**src/rtl/core/fwwt_pkg.sv**
```systemverilog
// ----------------------------------------------------------------------------
// fwwt_pkg
// Shared types and constants for the futex wait/wake table.
// ----------------------------------------------------------------------------
package fwwt_pkg;

  localparam int unsigned SLOTS_DEF = 32;
  localparam int unsigned WAITERS_DEF = 16;
  localparam int unsigned RESULT_CAP = 16;

  localparam logic [3:0] KIND_WAIT = 4'd0;
  localparam logic [3:0] KIND_WAKE = 4'd1;

  localparam logic [2:0] ST_QUEUED = 3'd0;
  localparam logic [2:0] ST_MISMATCH = 3'd1;
  localparam logic [2:0] ST_WAKE = 3'd2;
  localparam logic [2:0] ST_UNSUP = 3'd3;
  localparam logic [2:0] ST_TFULL = 3'd4;
  localparam logic [2:0] ST_QFULL = 3'd5;

  typedef struct packed {
    logic [3:0] kind;
    logic [31:0] word_address;
    logic signed [31:0] current_value;
    logic signed [31:0] operand_value;
    logic [15:0] thread_id;
  } in_word_t;

  typedef struct packed {
    logic [2:0] status;
    logic [15:0] woken_thread;
    logic [4:0] woken_count;
    logic last;
  } out_word_t;

  // Front-to-back command, opcode already classified.
  typedef struct packed {
    logic tfull;
    logic is_wait;
    logic is_wake;
    logic match;
    logic [15:0] thread_id;
    logic signed [31:0] operand_value;
  } cmd_t;

endpackage

```
**src/rtl/core/fwwt_front.sv**
```systemverilog
// ----------------------------------------------------------------------------
// fwwt_front
// Accepts requests, scans the slot table one slot a cycle, claims free slots.
// ----------------------------------------------------------------------------
module fwwt_front #(
  parameter int unsigned SLOTS = fwwt_pkg::SLOTS_DEF,
  parameter int unsigned SW = $clog2(SLOTS)
) (
  input  logic clk,
  input  logic rst,
  input  logic in_valid,
  output logic in_stall,
  input  fwwt_pkg::in_word_t in_word,
  output logic cmd_valid,
  input  logic cmd_full,
  output fwwt_pkg::cmd_t cmd,
  output logic [SW-1:0] cmd_slot,
  output logic cmd_fresh
);

  typedef enum logic [2:0] {
    F_IDLE = 3'b001,
    F_SCAN = 3'b010,
    F_PUSH = 3'b100
  } fstate_t;

  fstate_t state;
  fwwt_pkg::in_word_t req;
  logic [SLOTS-1:0] used;
  logic [31:0] keys [SLOTS];
  logic [SW-1:0] idx;
  logic found;
  logic free_ok;
  logic [SW-1:0] free_idx;
  logic [SW-1:0] hit_idx;
  logic fresh;

  assign in_stall = (state != F_IDLE);
  assign cmd_valid = (state == F_PUSH);

  always_ff @(posedge clk) begin
    if (rst) begin
      state <= F_IDLE;
      used <= '0;
    end else begin
      case (state)
        F_IDLE: begin
          if (in_valid) begin
            req <= in_word;
            idx <= '0;
            found <= 1'b0;
            free_ok <= 1'b0;
            state <= F_SCAN;
          end
        end
        F_SCAN: begin
          if (used[idx]) begin
            if (!found && keys[idx] == req.word_address) begin
              found <= 1'b1;
              hit_idx <= idx;
            end
          end else begin
            free_ok <= 1'b1;
            free_idx <= idx;
          end
          if (idx == SW'(SLOTS - 1)) begin
            state <= F_PUSH;
          end
          idx <= idx + 1'b1;
        end
        F_PUSH: begin
          if (!cmd_full) begin
            state <= F_IDLE;
            if (!found && free_ok) begin
              used[free_idx] <= 1'b1;
              keys[free_idx] <= req.word_address;
            end
          end
        end
        default: state <= F_IDLE;
      endcase
    end
  end

  always_comb begin
    fresh = !found;
    cmd.tfull = !found && !free_ok;
    cmd.is_wait = (req.kind == fwwt_pkg::KIND_WAIT);
    cmd.is_wake = (req.kind == fwwt_pkg::KIND_WAKE);
    cmd.match = (req.current_value == req.operand_value);
    cmd.thread_id = req.thread_id;
    cmd.operand_value = req.operand_value;
  end

  assign cmd_slot = found ? hit_idx : free_idx;
  assign cmd_fresh = fresh;

endmodule

```
**config.mk**
```make
export PLATFORM = sky130hd
export DESIGN_NAME = fwwt_front
export DESIGN_NICKNAME = d
export VERILOG_FILES = /design/src/rtl/core/fwwt_pkg.sv /design/src/rtl/core/fwwt_front.sv
export SDC_FILE = /design/constraint.sdc
export NUM_CORES = 1
export LEC_CHECK = 0
export BUFFER_PORTS_ARGS = -buffer_cell sky130_fd_sc_hd__buf_2
export CAP_MARGIN = 20
export CORE_ASPECT_RATIO = 1.4
export CORE_MARGIN = 1
export CORE_UTILIZATION = 35
export DETAILED_ROUTE_END_ITERATION = 12
export GPL_ROUTABILITY_DRIVEN = 0
export HOLD_SLACK_MARGIN = 0.02
export SLEW_MARGIN = 20
export SYNTH_ARGS = -nofsm -noshare
export SYNTH_HDL_FRONTEND = slang
export SYNTH_SLANG_ARGS = --single-unit
export TNS_END_PERCENT = 5
```
**constraint.sdc**
```tcl
create_clock -name clk -period 18.34 [get_ports clk]
set_clock_uncertainty 0.2 [all_clocks]
set_input_delay 2.751 -clock clk [delete_from_list [all_inputs] [get_ports clk]]
set_output_delay 2.751 -clock clk [all_outputs]
set_load 0.1 [all_outputs]
```
* Word-level counts from Yosys, hierarchy flattened
Memories as Yosys holds them, arrays and structs flattened. A register that Yosys moved wholly into a read port is not among the register bits. Index checks and enable logic that the tools add are counted.
Storage, ports and cells: flip-flop bits (word level) 168, latch bits 0, RAM bits 1024, bits in read-only memories 0, input port bits 120, output and inout port bits 60, word-level logic and storage cells 74, memories kept 1
Operators by class: add/subtract/negate cells 1, multipliers 0, divide/modulo/power cells 0, $lt $le $gt $ge 3, eq/ne operators 14, shift-type cells 0, multiplexer cells 23, bitwise gates (word level) 4, reductions and logical operators 16
Memory list:
- keys | depth 32, width 32, rd ports 1, clocked after Yosys merged registers in 1, wr ports 1, RTL line fwwt_front.sv:30 | logic [31:0] keys [SLOTS];
Operators by type and width (number):
- $eq 32x32->1 | 2
- $or 32x32->32 | 1
- $mux 5 | 3
- $reduce_and 3->1 | 5
- $lt 5x6->1 const B | 2
- $ne 2x2->1 const B | 6
- $mux 1 | 11
- $pmux 5 s2 | 1
- $mux 3 | 3
- $pmux 3 s3 | 1
- $reduce_and 4->1 | 2
- $add 5x1->5 const B | 1
- $bmux 1 s5 | 1
- $demux 1 s5 | 1
- $eq 5x5->1 const B | 1
- $ge 5x1->1 const B | 1
- $reduce_and 5->1 | 1
- $eq 4x1->1 const B | 1
- $logic_and 1x1->1 | 4
- $logic_not 4->1 | 1
- $pmux 1 s2 | 2
- $eq 3x1->1 const B | 1
- $eq 3x2->1 const B | 1
- $eq 3x3->1 const B | 1
- other kinds (4) | 7

* Depth between registers and ports, before layout
depth in word-level cells 7, mapped depth 13, gate-level depth less buffers 9

* Least setup slack after synthesis
No wires, ideal clock.
path type input-to-reg, start point in rst, end point reg req (netlist bit cmd[0]), enable pin, library setup time 0.592 ns, arrival 7.795 ns, slack 9.753 ns, stages on the path 2, path through clkbuf_1 nor2_1
Between the ends: longest elaborated chain between the ends 2
Ends and longest elaborated chain:
- start: declaration | RTL line fwwt_front.sv:10 | input logic rst,
- $not 1->1 (no line)
- $reduce_and 3->1 (no line)
- end signal: assignment | RTL line fwwt_front.sv:49 | req <= in_word;
- end: declaration | RTL line fwwt_front.sv:28 | fwwt_pkg::in_word_t req;
Every way passes these cells. A chain may end at the register's enable or synchronous reset.

==> flow_metrics.tcl <==
set metrics [dict create \
    run_status "finished, final reports clean" \
    first_pass_iters 5 \
    synth_cells 2207 \
    tns_ps 0 \
    grt_antenna_before_repair 1 \
    yosys-top-cells-count "edfxtp_1, mux4_2, mux2i_1, o22ai_1" \
    p_leak_uw 0.0167 \
    multiInputGateArea_sq_um 9560 \
    hp-start "used[29]$_SDFFE_PP0P_" \
    wl_per_cell_um 29.1 \
    core_area_sq_um 130000 \
    finalWorstSetupSlack_ps 12060 \
    viasPerCell 5.37 \
    vdd_drop_max_mv 0.0898 \
    critPathCaptureType "register" \
    cts.reportedPaths.clkPinSlew_ps 70 \
    synth_ff_type "edfxtp_1" \
    slew_headroom 0.252 \
    fillers 11364 \
    crit_family "simple AND/OR/NAND/NOR gates" \
    ys_seq_elements 1197 \
    synth_nets 2329 \
    die-area_sq_um 133000 \
    seq_area_sq_um 35600 \
    whs_endpoint "used[29]$_SDFFE_PP0P_" \
    drive_gt1_frac 0.281 \
    postCtsHoldBufs 0 \
    hold_path.class "register to register" \
    whs_path_depth 2 \
    rows 156 \
    finalHoldViolCount 0 \
    cp_data_required_time_ps 18500 \
    avgSynthCellArea_sq_um 20.8 \
    ys_warn_count 0 \
    fmax_mhz 159 \
    wirelength_mm 124 \
    grtUsageTotal 0.188 \
    critPathBufInv 2 \
    place_area_sq_um 49400 \
    place.detailed.hpwl_mm 80.8 \
    tightestPinTransition_ps 1120 \
    grt_max_degree 114 \
    cts_setup_buffers 0 \
    r2r-end "hit_idx[3]$_DFFE_PP_" \
    synth.area.top_cells "edfxtp_1, mux4_2, mux2i_1" \
    yosysTopAreaCell "edfxtp_1" \
    rsz0062_at_grt "false" \
    yosysTopAreaCellShare 0.757 \
    cts_root_buffer "clkbuf_16" \
    period_share 0.342 \
    path_max_fanout 44 \
    drc 0 \
    setup_viol 0 \
    clock_sinks 1197 \
    first_global_vias 23514 \
    worstPathCellList "buf_4 -> buf_4 -> and2b_1 -> a22oi_1 -> a21boi_0 -> nor4_1 -> xnor2_1 -> nand4_1 -> nor4_1 -> nand4_1 -> nor3_1" \
    path_class "register to register" \
    start_kind "register" \
    period_needed_ps 6280 \
    antenna_left 0 \
    slew_violations 0 \
    cts_tree "done" \
    grt_first_pass_wirelength_mm 175 \
    ioPinCount 180 \
    clk_latency_ps 730 \
    regToRegSetupSlack_ps 12060 \
    post-place-ws_ps 11880 \
    syn-cell-area_sq_um 45900 \
    area_delta_synth_final_pct 15.6 \
    synth_edf_count 1157 \
    cap_viol_max_count 0 \
    stdcell_area_sq_um 53000 \
    initial_core_util 0.354 \
    first_iter_violations 2279 \
    cts-resized-gates 0 \
    overflow 0 \
    crit_slowest_cell "buf_4" \
    io_buffers 179 \
    seq_area_frac_synth 0.775 \
    critical_path.max_stage_delay_ps 760 \
    fp.dieH_um 430 \
    cp.arrival_ps 6440 \
    clockBufferDepth 3 \
    ys_types 55 \
    fp.dieW_um 308 \
    h-tree-depth 3 \
    vias 22901 \
    numCtsBuffers 108 \
    power.density_nw_per_um2 107 \
    final_nets 2562 \
    async_flop_share 0 \
    rr_worst_depth 11 \
    yosysMostFrequentCell "edfxtp_1" \
]
## cell usage in the layout (no fill, tap or decap), drive strengths merged, types with 3 or more instances in the layout
master	n
a211oi	3
a21oi	18
a221oi	19
a22oi	30
a31oi	4
and2	3
and3	3
buf	267
bufinv	15
clkbuf	128
clkinv	45
clkinvlp	4
dfxtp	40
edfxtp	1157
inv	47
mux2	20
mux2i	109
mux4	224
nand2	51
nand2b	14
nand3	12
nand4	9
nor2	62
nor2b	11
nor3	11
nor4	22
o211ai	3
o21ai	12
o22ai	87
or2	5
xnor2	26
xor2	40
## worst max path at each step
stage / start / endpoint / slack, ps / cells past startpoint
floorplan: rst / cmd[0]$_DFFE_PP_ / 9750 / 2
global placement: register / hit_idx[0]$_DFFE_PP_ / 11890 / 11
detailed placement: register / hit_idx[1]$_DFFE_PP_ / 11880 / 11
CTS: register / hit_idx[1]$_DFFE_PP_ / 11870 / 11
global route: register / hit_idx[3]$_DFFE_PP_ / 11660 / 11
finish: register / hit_idx[3]$_DFFE_PP_ / 12060 / 11
## through the flow
stage	util	total power, uW	cells	hold slack (ps)
floorplan	-	3310	2207	249
finish	0.409	5680	4268	279
detailed placement	0.381	3450	4064	271
CTS	0.408	5730	4263	281
global placement	0.377	3450	4041	261
global route	0.409	5830	4267	295
## layer usage
layer | part of all wire | vias to the layer above | GRT usage
li1 | - | 9537 | -
met1 | 0.36 | 12097 | 0.225
met2 | 0.51 | 1038 | 0.323
met3 | 0.064 | 229 | 0.0271
met4 | 0.062 | 0 | 0.104
met5 | 0 | - | 0
## flip-flops by register name, indices dropped and copies added, names as in the netlist, named ones only
name      count
free_ok       1
used         32
cmd          48
idx           5
hit_idx       5
req          68
found         1
state         3
keys       1024
free_idx      5
## cell families after synthesis
family          Yosys count  synth area share
compound gates          195            0.0288
flops                  1197             0.775
xor+xnor                 66            0.0126
fa+ha+maj                 2          0.000545
mux                     353             0.139
buf+inv                 184            0.0225
simple gates            210            0.0221
## power breakdown
group	total, uW	internal [uW]	switching [uW]
Combinational	368	121	247
Sequential	3020	3000	16.9
Clock	2300	1300	1000
Total	5680	4420	1260
## tightest hold or removal path, delay by kind of cell, from the launching register on
family / cells / cell delay, ps
compound gates: 1 / 70
buf+inv: 1 / 40
flops: 1 / 310
## cell type report
| cell class | count | area share |
|---|---|---|
| Antenna cell | 1 | 0.0000472 |
| Clock buffer | 128 | 0.0524 |
| Clock inverter | 71 | 0.0147 |
| Inverter | 40 | 0.00283 |
| Multi-Input combinational cell | 826 | 0.180 |
| Sequential cell | 1197 | 0.670 |
| Tap cell | 1738 | 0.0410 |
| Timing Repair Buffer | 267 | 0.0385 |
Power figures use the tool's default switching activity.
