`src/rtl/core/fwwt_queue.sv`:
```
// ----------------------------------------------------------------------------
// fwwt_queue
// Two-entry command queue between front and back.
// ----------------------------------------------------------------------------
module fwwt_queue #(
  parameter int unsigned W = 8
) (
  input  logic clk,
  input  logic rst,
  input  logic push,
  output logic full,
  input  logic [W-1:0] din,
  output logic empty,
  input  logic pop,
  output logic [W-1:0] dout
);

  logic [W-1:0] mem [2];
  logic wp;
  logic rp;
  logic [1:0] cnt;

  assign full = (cnt == 2'd2);
  assign empty = (cnt == 2'd0);
  assign dout = mem[rp];

  always_ff @(posedge clk) begin
    if (rst) begin
      wp <= 1'b0;
      rp <= 1'b0;
      cnt <= 2'd0;
    end else begin
      if (push && !full) begin
        mem[wp] <= din;
        wp <= ~wp;
      end
      if (pop && !empty) begin
        rp <= ~rp;
      end
      cnt <= cnt + 2'((push && !full) ? 1 : 0) - 2'((pop && !empty) ? 1 : 0);
    end
  end

endmodule

```
`config.mk`:
```
export PLATFORM = sky130hd
export DESIGN_NAME = fwwt_queue
export DESIGN_NICKNAME = d
export VERILOG_FILES = /design/src/rtl/core/fwwt_queue.sv
export SDC_FILE = /design/constraint.sdc
export NUM_CORES = 1
export LEC_CHECK = 0
export ABC_AREA = 1
export BUFFER_PORTS_ARGS = -buffer_cell sky130_fd_sc_hd__buf_2
export CAP_MARGIN = 0
export CORE_MARGIN = 8
export CORE_UTILIZATION = 30
export DETAILED_ROUTE_END_ITERATION = 10
export PLACE_DENSITY = 0.6
export REMOVE_ABC_BUFFERS = 1
export SLEW_MARGIN = 0
export SYNTH_ARGS = -nofsm -noshare
export SYNTH_HDL_FRONTEND = slang
export SYNTH_SLANG_ARGS = --single-unit
```
`constraint.sdc`:
```
create_clock -name clk -period 2.2 [get_ports clk]
set_clock_uncertainty 0.2 [all_clocks]
set_input_delay 0.22 -clock clk [delete_from_list [all_inputs] [get_ports clk]]
set_output_delay 0.22 -clock clk [all_outputs]
set_load 0.05 [all_outputs]
```
### Word level (Yosys, flattened, before mapping)

Memory sizes are Yosys's and may differ from the RTL's. A register that Yosys moved wholly into a read port is not among the register bits.
Index checks and enable logic that the tools add are counted.

* bitwise gates (word level): 2
* add/sub/neg operators: 2
* eq/ne operators: 1
* mux-type cells: 7
* reduce and logical (&&, ||, !) cells: 5

Operators with widths (count)
* $mux W1: 7
* $add A2 B1 Y2: 1
* $eq A2 B2 Y1 const B: 1
* $logic_and A1 B1 Y1: 2
* $logic_not A1 Y1: 2
* $logic_not A2 Y1: 1
* $not A1 Y1: 2
* $sub A2 B1 Y2: 1

* bits in writable memories: 16
* bits in registers: 4
* logic and storage cells: 21
* bits of input ports: 12
* output and inout port bits: 10
* memories: 1

Memory list
* mem: depth 2, width 8, rd ports 1, clocked after Yosys merged registers in 1, write ports 1, line 18 `logic [W-1:0] mem [2];`

### Logic depth before layout (Yosys ltp)

Gate-level depths: netlist of the first run.

* depth in word-level cells: 6
* mapped depth: 10
* mapped depth without buffers: 10

### Worst setup path before layout of the first run

No wires, ideal clock.

* path type: register to register
* from: register cnt[0]
* to: register cnt[1]
* path buffers: 0
* arrival: 1650 ps
* setup slack: 236 ps
* data required time: 1885 ps
* period minus slack after synthesis: 1964 ps
* library setup time: 115 ps
* stages on the path, launching flop included: 10
* path through: dfxtp_1 nor2_2 nor2_4 ha_1 inv_1 ha_1 inv_1 nand2_1 a21oi_1 nor2_1

* elaborated cells between the ends (all ways): 10
* those cells by class: 2 x add/sub; 1 x eq/ne; 2 x mux; 5 x reduce/logical

RTL lines
* start: declaration: line 21 `logic [1:0] cnt;`
* start signal: assignment: line 40 `cnt <= cnt + 2'((push && !full) ? 1 : 0) - 2'((pop && !empty) ? 1 : 0);`
* $logic_not A2 Y1: line 24 `assign empty = (cnt == 2'd0);`
* net empty: line 13 `output logic empty,`
* $logic_not A1 Y1: line 40
* $logic_and A1 B1 Y1: line 40
* $mux W1: line 40
* $sub A2 B1 Y2: line 40

The timed path passes the listed nets, and every way through them passes these cells.
A chain may end at the register's enable or synchronous reset.

==> summary.md, run 1 <==
| Metric | Value |
|---|---|
| Status | `complete, no violations` |
| Post-route cell area | `1140 sq um` |
| Unrepaired setup endpoints after global routing | `false` |
| DR DRC count | `0` |
| CTS clk-pin slew, worst paths | `0.11 ns` |
| Reg2reg setup slack | `about 0.52 ns` |
| Pwr dens | `between 1000 and 1500 nW/um^2` |
| Io pins | `22` |
| Starting density of the core | `31.8%` |
| Clk pwr share | `between 10% and 20%` |
| HPWL after DPL | `1140 um` |
| Final worst setup slack | `between 0.2 and 0.3 ns` |
| Combinational cell fraction of total power | `between 40% and 50%` |
| DRT antenna net count | `0` |
| Gpl congestion | `0.616` |
| Chip width | `70.3 um` |
| CP Capture Point | `dout[1]` |
| Via density per instance | `4.25` |
| Setup TNS | `0 ns` |
| Maximum operating frequency | `521 MHz` |
| Crit Path Class | `register to primary output` |
| Mapped Cells | `65` |
| Largest net degree at the start of global routing | `12` |
| Post-CTS Hold Fix Bufs | `9` |
| WL/cell | `between 10 and 15 um` |
| Core region area | `about 2800 sq um` |
| DRT Wirelength | `1510 um` |
| Initial antenna violation count | `0` |
| Max VDD drop | `0.790 mV` |
| Share of cells above drive strength 1 | `39.4%` |
| Die ar. | `4940 sq um` |
| CTS buffer count | `3` |
| CP peak stage delay | `0.65 ns` |
| Finish-stage setup viols | `0` |
| Switching Share | `roughly two fifths` |
| Total grt overflow | `0` |
| Seq/Total Area, Yosys | `65.6%` |
| Total Power | `around 1.3 mW` |
| Worst-Skew Late Latency | `0.29 ns` |
| Post-placement cell area | `roughly 1000 sq um` |
| CP max stage cell | `dfxtp_1` |
| Via count | `553` |
| Number of diodes | `0` |
| HP Class | `input port to register` |
| Pins Over Slew Limit | `0` |
| Post-synth cell types | `14` |
| Average cell area after synthesis | `13.6 sq um` |
| Vias in the first global route | `617` |
| Crit end category | `primary output` |
| Worst r2r path cells | `9` |
| Htree depth | `1` |
| Drt pass-1 iters | `4` |
| Worst path required time | `1.78 ns` |
| Int Pwr | `approximately 0.74 mW` |
| Net switching power | `around 0.52 mW` |
| I/O Buffers | `21` |
| Postcts setup bufs | `0` |
| Final hold vios | `0` |
| Flop pwr share | `between 40 and 50%` |
| CTS max path bufs | `2` |
| GRT Util Overall | `under 10%` |
| Worst reg2reg path startpoint | `cnt[0]` |
| Post_cts resized | `0` |
| # fillers | `about 270` |
| Mapped cell area | `885 sq um` |
| Yosys reg bits | `21` |
| DRT iter0 DRCs | `12` |
| Rows | `19` |
| Cell Chain, Critical Path | `mux2_4, buf_2` |
| WP data arrival | `1.50 ns` |
| Worst-Margin Slew | `0.503 ns` |
| Clock Sinks | `21` |
| Startpoint type of the worst setup path | `register` |
| R2R Path End | `cnt[1]` |
| Rel. slew slack | `66.4%` |
| LEAKAGE | `0.494 nW` |
| Final period util | `87.2%` |
| Syn-to-layout area delta | `29.0%` |
| Max Cap Viol | `0` |
| Die height | `70.3 um` |
| CP Max Fanout | `8` |
| Setup WS pre-CTS | `roughly 0.53 ns` |
| Final nets | `114` |
| First-pass GRT wire length | `about 2700 um` |
| CTS Root Cell | `clkbuf_4` |
| TritonCTS clock tree | `yes` |
| Final min period | `1.92 ns` |
| Yosys warnings | `0` |
==> final cells by class <==
type | instances | area [sq um] | area share [%]
Clock buffer | 4 | 26.3 | 2.30
Timing Repair Buffer | 31 | 203 | 17.8
Multi-Input combinational cell | 33 | 255 | 22.4
Sequential cell | 21 | 581 | 50.9
Inverter | 10 | 37.5 | 3.29
Tap cell | 31 | 38.8 | 3.40
==> sequential cells by signal, indices dropped and copies added, names as in the netlist, named ones only <==
register	count
mem	16
cnt	2
rp	1
wp	1
==> routing by layer <==
| layer | global-route usage, % | share of wire [%] |
|---|---|---|
| met5 | 0 | 0 |
| met4 | 2.01 | 0.66 |
| met3 | 3.95 | 7.6 |
| met1 | 7.22 | 49 |
| met2 | 10.6 | 43 |
==> critical path: cells and delay by family, from the launching register on <==
family                 cells  cell delay, ns
buffers and inverters      1            0.21
multiplexers               1            0.34
flip-flops                 1            0.65
==> through the flow <==
| stage | util [%] | std cells | hold slack (ns) |
|---|---|---|---|
| 2_1_floorplan | - | 64 | 0.0912 |
| 3_3_place_gp | 36.8 | 117 | 0.209 |
| 3_5_place_dp | 36.8 | 117 | 0.211 |
| 4_1_cts | 41.0 | 130 | 0.0208 |
| 5_1_grt | 41.0 | 130 | 0.0565 |
| 6_report | 41.0 | 130 | 0.0272 |
==> cells in the mapped netlist <==
cell type,instances,area [sq um]
ha_1,2,25.0
nor2_1,6,22.5
nand2_1,7,26.3
nor2_2,4,25.0
edfxtp_1,16,480
nor2_4,1,11.3
inv_1,9,33.8
inv_2,1,3.75
mux2_4,8,120
a21oi_1,1,5.00
buf_6,1,11.3
o21ai_1,2,10.0
dfxtp_1,5,100
nand3_1,2,10.0
==> worst min-delay path by stage <==
stage | startpoint | to | slack (ns) | cells past startpoint
final | pop | register | 0.03 | 4
after global routing | pop | register | 0.06 | 4
after CTS | pop | rp | 0.02 | 4
after detailed placement | din[7] | mem[1][7] | 0.21 | 1
after global placement | din[3] | mem[0][3] | 0.21 | 1
after floorplan | rst | cnt[0] | 0.09 | 1
==> layout by cell type (no fill, tap or decap), types with 3 or more instances in the layout <==
cell,count
buf_2,21
edfxtp_1,16
inv_1,9
dlygate4sd3_1,9
mux2_4,8
nand2_1,7
nor2_1,6
dfxtp_1,5
nor2_2,4
clkbuf_4,3
==> power groups by stage <==
stage | Combinational [mW] | Sequential, mW | Clock [mW]
after global placement | 0.526 | 0.556 | 0
after floorplan | 0.439 | 0.545 | 0
after global routing | 0.590 | 0.557 | 0.203
after detailed placement | 0.536 | 0.558 | 0
after CTS | 0.549 | 0.550 | 0.189
final | 0.541 | 0.548 | 0.178
==> logic make-up after synthesis <==
| family | after synthesis | share of synthesized area, % |
|---|---|---|
| compound gates | 3 | 1.70 |
| flops | 21 | 65.6 |
| simple gates | 20 | 10.7 |
| fa+ha+maj | 2 | 2.83 |
| mux | 8 | 13.6 |
| buf+inv | 11 | 5.52 |
(Power assumes the default switching activity.)
==> inputs of run 2 (changes only) <==
--- a/config.mk
+++ b/config.mk
@@ -8,10 +8,12 @@
 export ABC_AREA = 1
 export BUFFER_PORTS_ARGS = -buffer_cell sky130_fd_sc_hd__buf_2
 export CAP_MARGIN = 0
+export CELL_PAD_IN_SITES_DETAIL_PLACEMENT = 0
+export CELL_PAD_IN_SITES_GLOBAL_PLACEMENT = 1
 export CORE_MARGIN = 8
 export CORE_UTILIZATION = 30
 export DETAILED_ROUTE_END_ITERATION = 10
-export PLACE_DENSITY = 0.6
+export PLACE_DENSITY = 0.69
 export REMOVE_ABC_BUFFERS = 1
 export SLEW_MARGIN = 0
 export SYNTH_ARGS = -nofsm -noshare
==> summary.md, run 2 (synthesis results as in run 1) <==
| Metric | Value |
|---|---|
| Status | `complete, no violations` |
| HPWL after DPL | `1130 um (-0.98%)` |
| Number of diodes | `0 (unchanged)` |
| WHS | `0.0244 ns (-0.00287 ns)` |
| Initial antenna violation count | `0 (unchanged)` |
| Max reg flops | `16 (unchanged)` |
| Final hold vios | `0 (unchanged)` |
| Crit end category | `primary output` |
| DRT Wirelength | `1530 um (+1.2%)` |
| Finish-stage setup viols | `0 (unchanged)` |
| CTS Root Cell | `clkbuf_4` |
| Final nets | `114 (unchanged)` |
| Top flop regs | `mem x16, cnt x2` |
| Total grt overflow | `0 (unchanged)` |
| WL/cell | `11.8 um (+1.2%)` |
| Die height | `70.3 um (unchanged)` |
| Share of cells above drive strength 1 | `39.4% (unchanged)` |
| CP Max Fanout | `8 (unchanged)` |
| M1 WL | `749 um (+1.8%)` |
| Largest register by flop count | `mem` |
| Htree depth | `1 (unchanged)` |
| Drt pass-1 iters | `4 (unchanged)` |
| Startpoint type of the worst setup path | `register` |
| Rel. slew slack | `66.8% (+0.37 points)` |
| Worst path required time | `1.78 ns (about the same)` |
| DR top layer | `met3` |
| Syn-to-layout area delta | `29.0% (unchanged)` |
| Pins Over Slew Limit | `0 (unchanged)` |
| Pwr dens | `1110 nW/um^2 (-0.37%)` |
| CTS clk-pin slew, worst paths | `0.11 ns (about the same)` |
| Chip width | `70.3 um (unchanged)` |
| CTS buffer count | `3 (unchanged)` |
| Via density per instance | `4.21 (-1.1%)` |
| Most frequent cells in the layout | `buf_2, edfxtp_1, inv_1, dlygate4sd3_1, mux2_4` |
| Postcts setup bufs | `0 (unchanged)` |
| TritonCTS clock tree | `yes` |
| Max Cap Viol | `0 (unchanged)` |
| Unrepaired setup endpoints after global routing | `false` |
| DRT iter0 DRCs | `14 (+2)` |
| Met3 routed WL | `106 um (-7.8%)` |
| Worst-Skew Late Latency | `0.29 ns (about the same)` |
| Max VDD drop | `0.641 mV (-19%)` |
| Clock Sinks | `21 (unchanged)` |
| CTS max path bufs | `2 (unchanged)` |
| GRT Util Overall | `6.48% (-0.17 points)` |
| LEAKAGE | `0.494 nW (unchanged)` |
| Largest net degree at the start of global routing | `12 (unchanged)` |
| DR DRC count | `0 (unchanged)` |
| I/O Buffers | `21 (unchanged)` |
| WP data arrival | `1.49 ns (about the same)` |
| Vias in the first global route | `618 (+0.16%)` |
| Final period util | `86.9% (-0.28 points)` |
| Core region area | `2780 sq um (unchanged)` |
| Via count | `547 (-1.1%)` |
| Rows | `19 (unchanged)` |
| Worst-Margin Slew | `0.498 ns (-0.00557 ns)` |
| Routed met2 length | `676 um (+3.7%)` |
| First-pass GRT wire length | `2620 um (-2.6%)` |
| HP Class | `input port to register` |
| Gpl congestion | `0.681 (+10%)` |
| Maximum operating frequency | `523 MHz (+0.32%)` |
| DRT antenna net count | `0 (unchanged)` |
| Setup TNS | `0 ns (unchanged)` |
| Die ar. | `4940 sq um (unchanged)` |
| Final min period | `1.91 ns (-0.00610 ns)` |
| Io pins | `22 (unchanged)` |
| Crit Path Class | `register to primary output` |
| Most common cell after layout, fill and taps aside | `buf_2` |
| Starting density of the core | `31.8% (unchanged)` |
run 2: cell counts in the layout (fill, tap and decap cells not counted):
No cell type changed its count.
run 2: timing repair:
item | in CTS | in global routing
endpoints found under the setup margin | 0 | 0
endpoints found under the hold margin | 17 | 0
gates resized for setup | 0 | 0
hold buffers | 9 | 0
run 2: layout make-up:
class,count,area (sq um)
fill,255,1640
sequential,21,581
multi-input combinational,33,255
timing repair buffer,31,203
tap,31,38.8
inverter,10,37.5
clock buffer,4,26.3
run 2: metrics by stage:
| step | area, sq um | instances | utilization (%) | setup slack [ns] | total power [mW] |
|---|---|---|---|---|---|
| after detailed placement | 1020 | 117 | 36.8 | 0.532 | 1.09 |
| after global placement | 1020 | 117 | 36.8 | 0.548 | 1.08 |
| after global routing | 1140 | 130 | 41.0 | 0.207 | 1.34 |
| after floorplan | 873 | 64 | - | 0.236 | 0.984 |
| after CTS | 1140 | 130 | 41.0 | 0.237 | 1.28 |
| final | 1140 | 130 | 41.0 | 0.288 | 1.26 |
run 2: power breakdown:
group / leakage, nW / total, mW / switching (mW) / internal [mW]
sequential: 0.188 / 0.547 / 0.0571 / 0.490
clock: 0.0150 / 0.180 / 0.109 / 0.0705
combinational: 0.291 / 0.537 / 0.354 / 0.182
run 2: final timing paths:
path / to / from / slack [ns] / cells past startpoint
min: register / pop / 0.02 / 4
max: dout[3] / register / 0.29 / 2
min reg2reg: wp / wp / 0.31 / 2
max reg2reg: cnt[1] / cnt[0] / 0.53 / 9
run 2: routing by layer:
| layer | GRT usage [%] | vias to the layer above |
|---|---|---|
| li1 | - | 284 |
| met4 | 2.68 | 0 |
| met2 | 10.6 | 20 |
| met5 | 0 | - |
| met3 | 3.11 | 0 |
| met1 | 6.99 | 243 |
run 2: worst max-delay path, stage by stage (launching register included):
cell and delay, ns:
dfxtp_1 0.65, mux2_4 0.34, buf_2 0.21
==> inputs of run 3 (changes only) <==
--- a/config.mk
+++ b/config.mk
@@ -8,13 +8,14 @@
 export ABC_AREA = 1
 export BUFFER_PORTS_ARGS = -buffer_cell sky130_fd_sc_hd__buf_2
 export CAP_MARGIN = 0
-export CELL_PAD_IN_SITES_DETAIL_PLACEMENT = 0
+export CELL_PAD_IN_SITES_DETAIL_PLACEMENT = 1
 export CELL_PAD_IN_SITES_GLOBAL_PLACEMENT = 1
 export CORE_MARGIN = 8
 export CORE_UTILIZATION = 30
 export DETAILED_ROUTE_END_ITERATION = 10
-export PLACE_DENSITY = 0.69
+export PLACE_DENSITY = 0.57
 export REMOVE_ABC_BUFFERS = 1
+export SETUP_SLACK_MARGIN = 0.5
 export SLEW_MARGIN = 0
 export SYNTH_ARGS = -nofsm -noshare
 export SYNTH_HDL_FRONTEND = slang
==> summary.md, run 3 (synthesis results as in run 1) <==
| Metric | Value |
|---|---|
| Total grt overflow | `0 (unchanged)` |
| CP Depth | `9 (+7)` |
| Htree depth | `1 (unchanged)` |
| Startpoint of the worst setup timing path | `cnt[0]` |
| Cell Chain, Critical Path | `nor2_4, nor2_4, ha_1, inv_1, ha_1, inv_2, nand2_2, a21oi_2, nor2_1` |
| WL/cell | `13.5 um (+15%)` |
| Gpl congestion | `0.669 (-1.7%)` |
| Worst path required time | `2.20 ns (+0.42 ns)` |
| Setup TNS | `0 ns (unchanged)` |
| Final period util | `74.9% (-12 points)` |
| Net switching power | `0.569 mW (+9.4%)` |
| WHS | `0.0247 ns (+0.000354 ns)` |
| CP Max Fanout | `4 (-4)` |
| CTS clk-pin slew, worst paths | `0.11 ns (about the same)` |
| Share of cells above drive strength 1 | `48.5% (+9.1 points)` |
| Die ar. | `4940 sq um (unchanged)` |
| Rel. slew slack | `76.9% (+10 points)` |
| R2R Path End | `cnt[1]` |
| Max VDD drop | `0.635 mV (-0.92%)` |
| Largest net degree at the start of global routing | `13 (+1)` |
| Status | `complete, no violations` |
| Final worst setup slack | `0.552 ns (+0.264 ns)` |
| Crit end category | `register` |
| Final core occ | `44.4% (+3.4 points)` |
| Crit Path Class | `register to register` |
| First-pass GRT wire length | `2880 um (+10%)` |
| Final hold vios | `0 (unchanged)` |
| DRT iter0 DRCs | `10 (-4)` |
| Io pins | `22 (unchanged)` |
| Largest register by flop count | `mem` |
| Number of diodes | `0 (unchanged)` |
| CTS Root Cell | `clkbuf_4` |
| Starting density of the core | `31.8% (unchanged)` |
| Maximum operating frequency | `607 MHz (+16%)` |
| Worst r2r path cells | `9 (unchanged)` |
| Layout Cells excl Fill | `132 (+1.5%)` |
| GRT Util Overall | `7.17% (+0.69 points)` |
| Via density per instance | `4.44 (+5.5%)` |
| DRT Wirelength | `1780 um (+16%)` |
| LEAKAGE | `0.530 nW (+7.2%)` |
| Reg2reg setup slack | `0.55 ns (+0.02 ns)` |
| Vias in the first global route | `651 (+5.3%)` |
| Via count | `586 (+7.1%)` |
| TritonCTS clock tree | `yes` |
| M1 WL | `702 um (-6.3%)` |
| Unrepaired setup endpoints after global routing | `true` |
| Max Cap Viol | `0 (unchanged)` |
| Clock Sinks | `21 (unchanged)` |
| Worst-Skew Late Latency | `0.29 ns (about the same)` |
| Drt pass-1 iters | `2 (-2)` |
| CP bufs+invs | `2 (+1)` |
| HPWL after DPL | `1330 um (+18%)` |
| CP Capture Point | `cnt[1]` |
| DR DRC count | `0 (unchanged)` |
| Routed met2 length | `994 um (+47%)` |
| CP max stage cell | `dfxtp_4` |
| Chip width | `70.3 um (unchanged)` |
| Placed cells | `118 (+0.85%)` |
| Initial antenna violation count | `0 (unchanged)` |
| Syn-to-layout area delta | `39.7%` |
| Worst-Margin Slew | `0.346 ns (-0.151 ns)` |
| Clk pwr share | `13.1% (-1.1 points)` |
| Worst reg2reg path startpoint | `cnt[0]` |
| Met3 routed WL | `79 um (-25%)` |
| Core region area | `2780 sq um (unchanged)` |
| Finish-stage setup viols | `0 (unchanged)` |
| Post-placement cell area | `1030 sq um (+0.73%)` |
| Top Family by Delay on Critical Path | `adder cells` |
| Setup WS pre-CTS | `0.482 ns (-0.0504 ns)` |
| HP Class | `input port to register` |
| CP peak stage delay | `0.38 ns (-0.27 ns)` |
| WP data arrival | `1.65 ns (+0.16 ns)` |
| CTS buffer count | `3 (unchanged)` |
| Startpoint type of the worst setup path | `register` |
| Final nets | `116 (+1.8%)` |
| Combinational cell fraction of total power | `45.9% (+3.4 points)` |
| CTS max path bufs | `2 (unchanged)` |
| Flop pwr share | `41.0% (-2.3 points)` |
| Final min period | `1.65 ns (-0.264 ns)` |
| Top flop regs | `mem x16, cnt x2` |
| Pwr dens | `1130 nW/um^2 (+1.8%)` |
| Die height | `70.3 um (unchanged)` |
| Switching Share | `40.9% (-0.34 points)` |
| Most frequent cells in the layout | `edfxtp_1, buf_2, dlygate4sd3_1` |
| Total Power | `1.39 mW (+10%)` |
| Max reg flops | `16 (unchanged)` |
| Post-route cell area | `1240 sq um (+8.3%)` |
| Pins Over Slew Limit | `0 (unchanged)` |
| Rows | `19 (unchanged)` |
| Int Pwr | `0.824 mW (+11%)` |
| DR top layer | `met4` |
| I/O Buffers | `21 (unchanged)` |
| DRT antenna net count | `0 (unchanged)` |
| Most common cell after layout, fill and taps aside | `edfxtp_1` |
==> run 3: cell count changes in the layout (fill, tap and decap cells not counted), moves of 2 or more <==
cell / previous run / this run
buf_2: 21 / 13
buf_4: 1 / 3
buf_6: 0 / 8
dfxtp_1: 5 / 2
dfxtp_4: 0 / 3
==> run 3: layer usage <==
layer	global-route usage (%)	vias to the layer above
li1	-	290
met1	7.31	282
met2	13.0	12
met3	2.54	2
met4	2.68	0
met5	0	-
==> run 3: timing repair <==
action	CTS	global route
hold buffers	9	0
setup buffers	0	1
pin swaps	0	1
hold endpoints to repair	17	0
endpoints found under the setup margin	9	8
gates resized for setup	13	16
==> run 3: power groups by stage <==
stage	clock network (mW)	registers (mW)	logic, mW
2_1_floorplan	0	0.545	0.439
3_3_place_gp	0	0.556	0.538
3_5_place_dp	0	0.560	0.545
4_1_cts	0.192	0.565	0.587
5_1_grt	0.204	0.585	0.685
6_report	0.183	0.571	0.639
==> run 3: worst min-delay path by stage <==
stage,from,end,cells past startpoint
floorplan,rst,cnt[0],1
global placement,din[4],mem[0][4],1
detailed placement,din[4],mem[1][4],1
CTS,pop,register,4
global route,pop,register,4
finish,pop,register,4
==> run 3: layout make-up <==
class | count | area, sq um
fillers | 298 | 1550
well taps | 31 | 38.8
inverters | 10 | 40.0
multi-input cells | 33 | 270
clock buffers | 3 | 22.5
repair buffers | 33 | 268
flip-flops and latches | 21 | 592
clock inverters | 1 | 5.00
==> run 3: worst reg2reg max path: stages, from the launching register on <==
cell and delay (ns):
dfxtp_4 0.38, nor2_4 0.14, nor2_4 0.05, ha_1 0.26, inv_1 0.04, ha_1 0.19, inv_2 0.06, nand2_2 0.06
a21oi_2 0.13, nor2_1 0.05
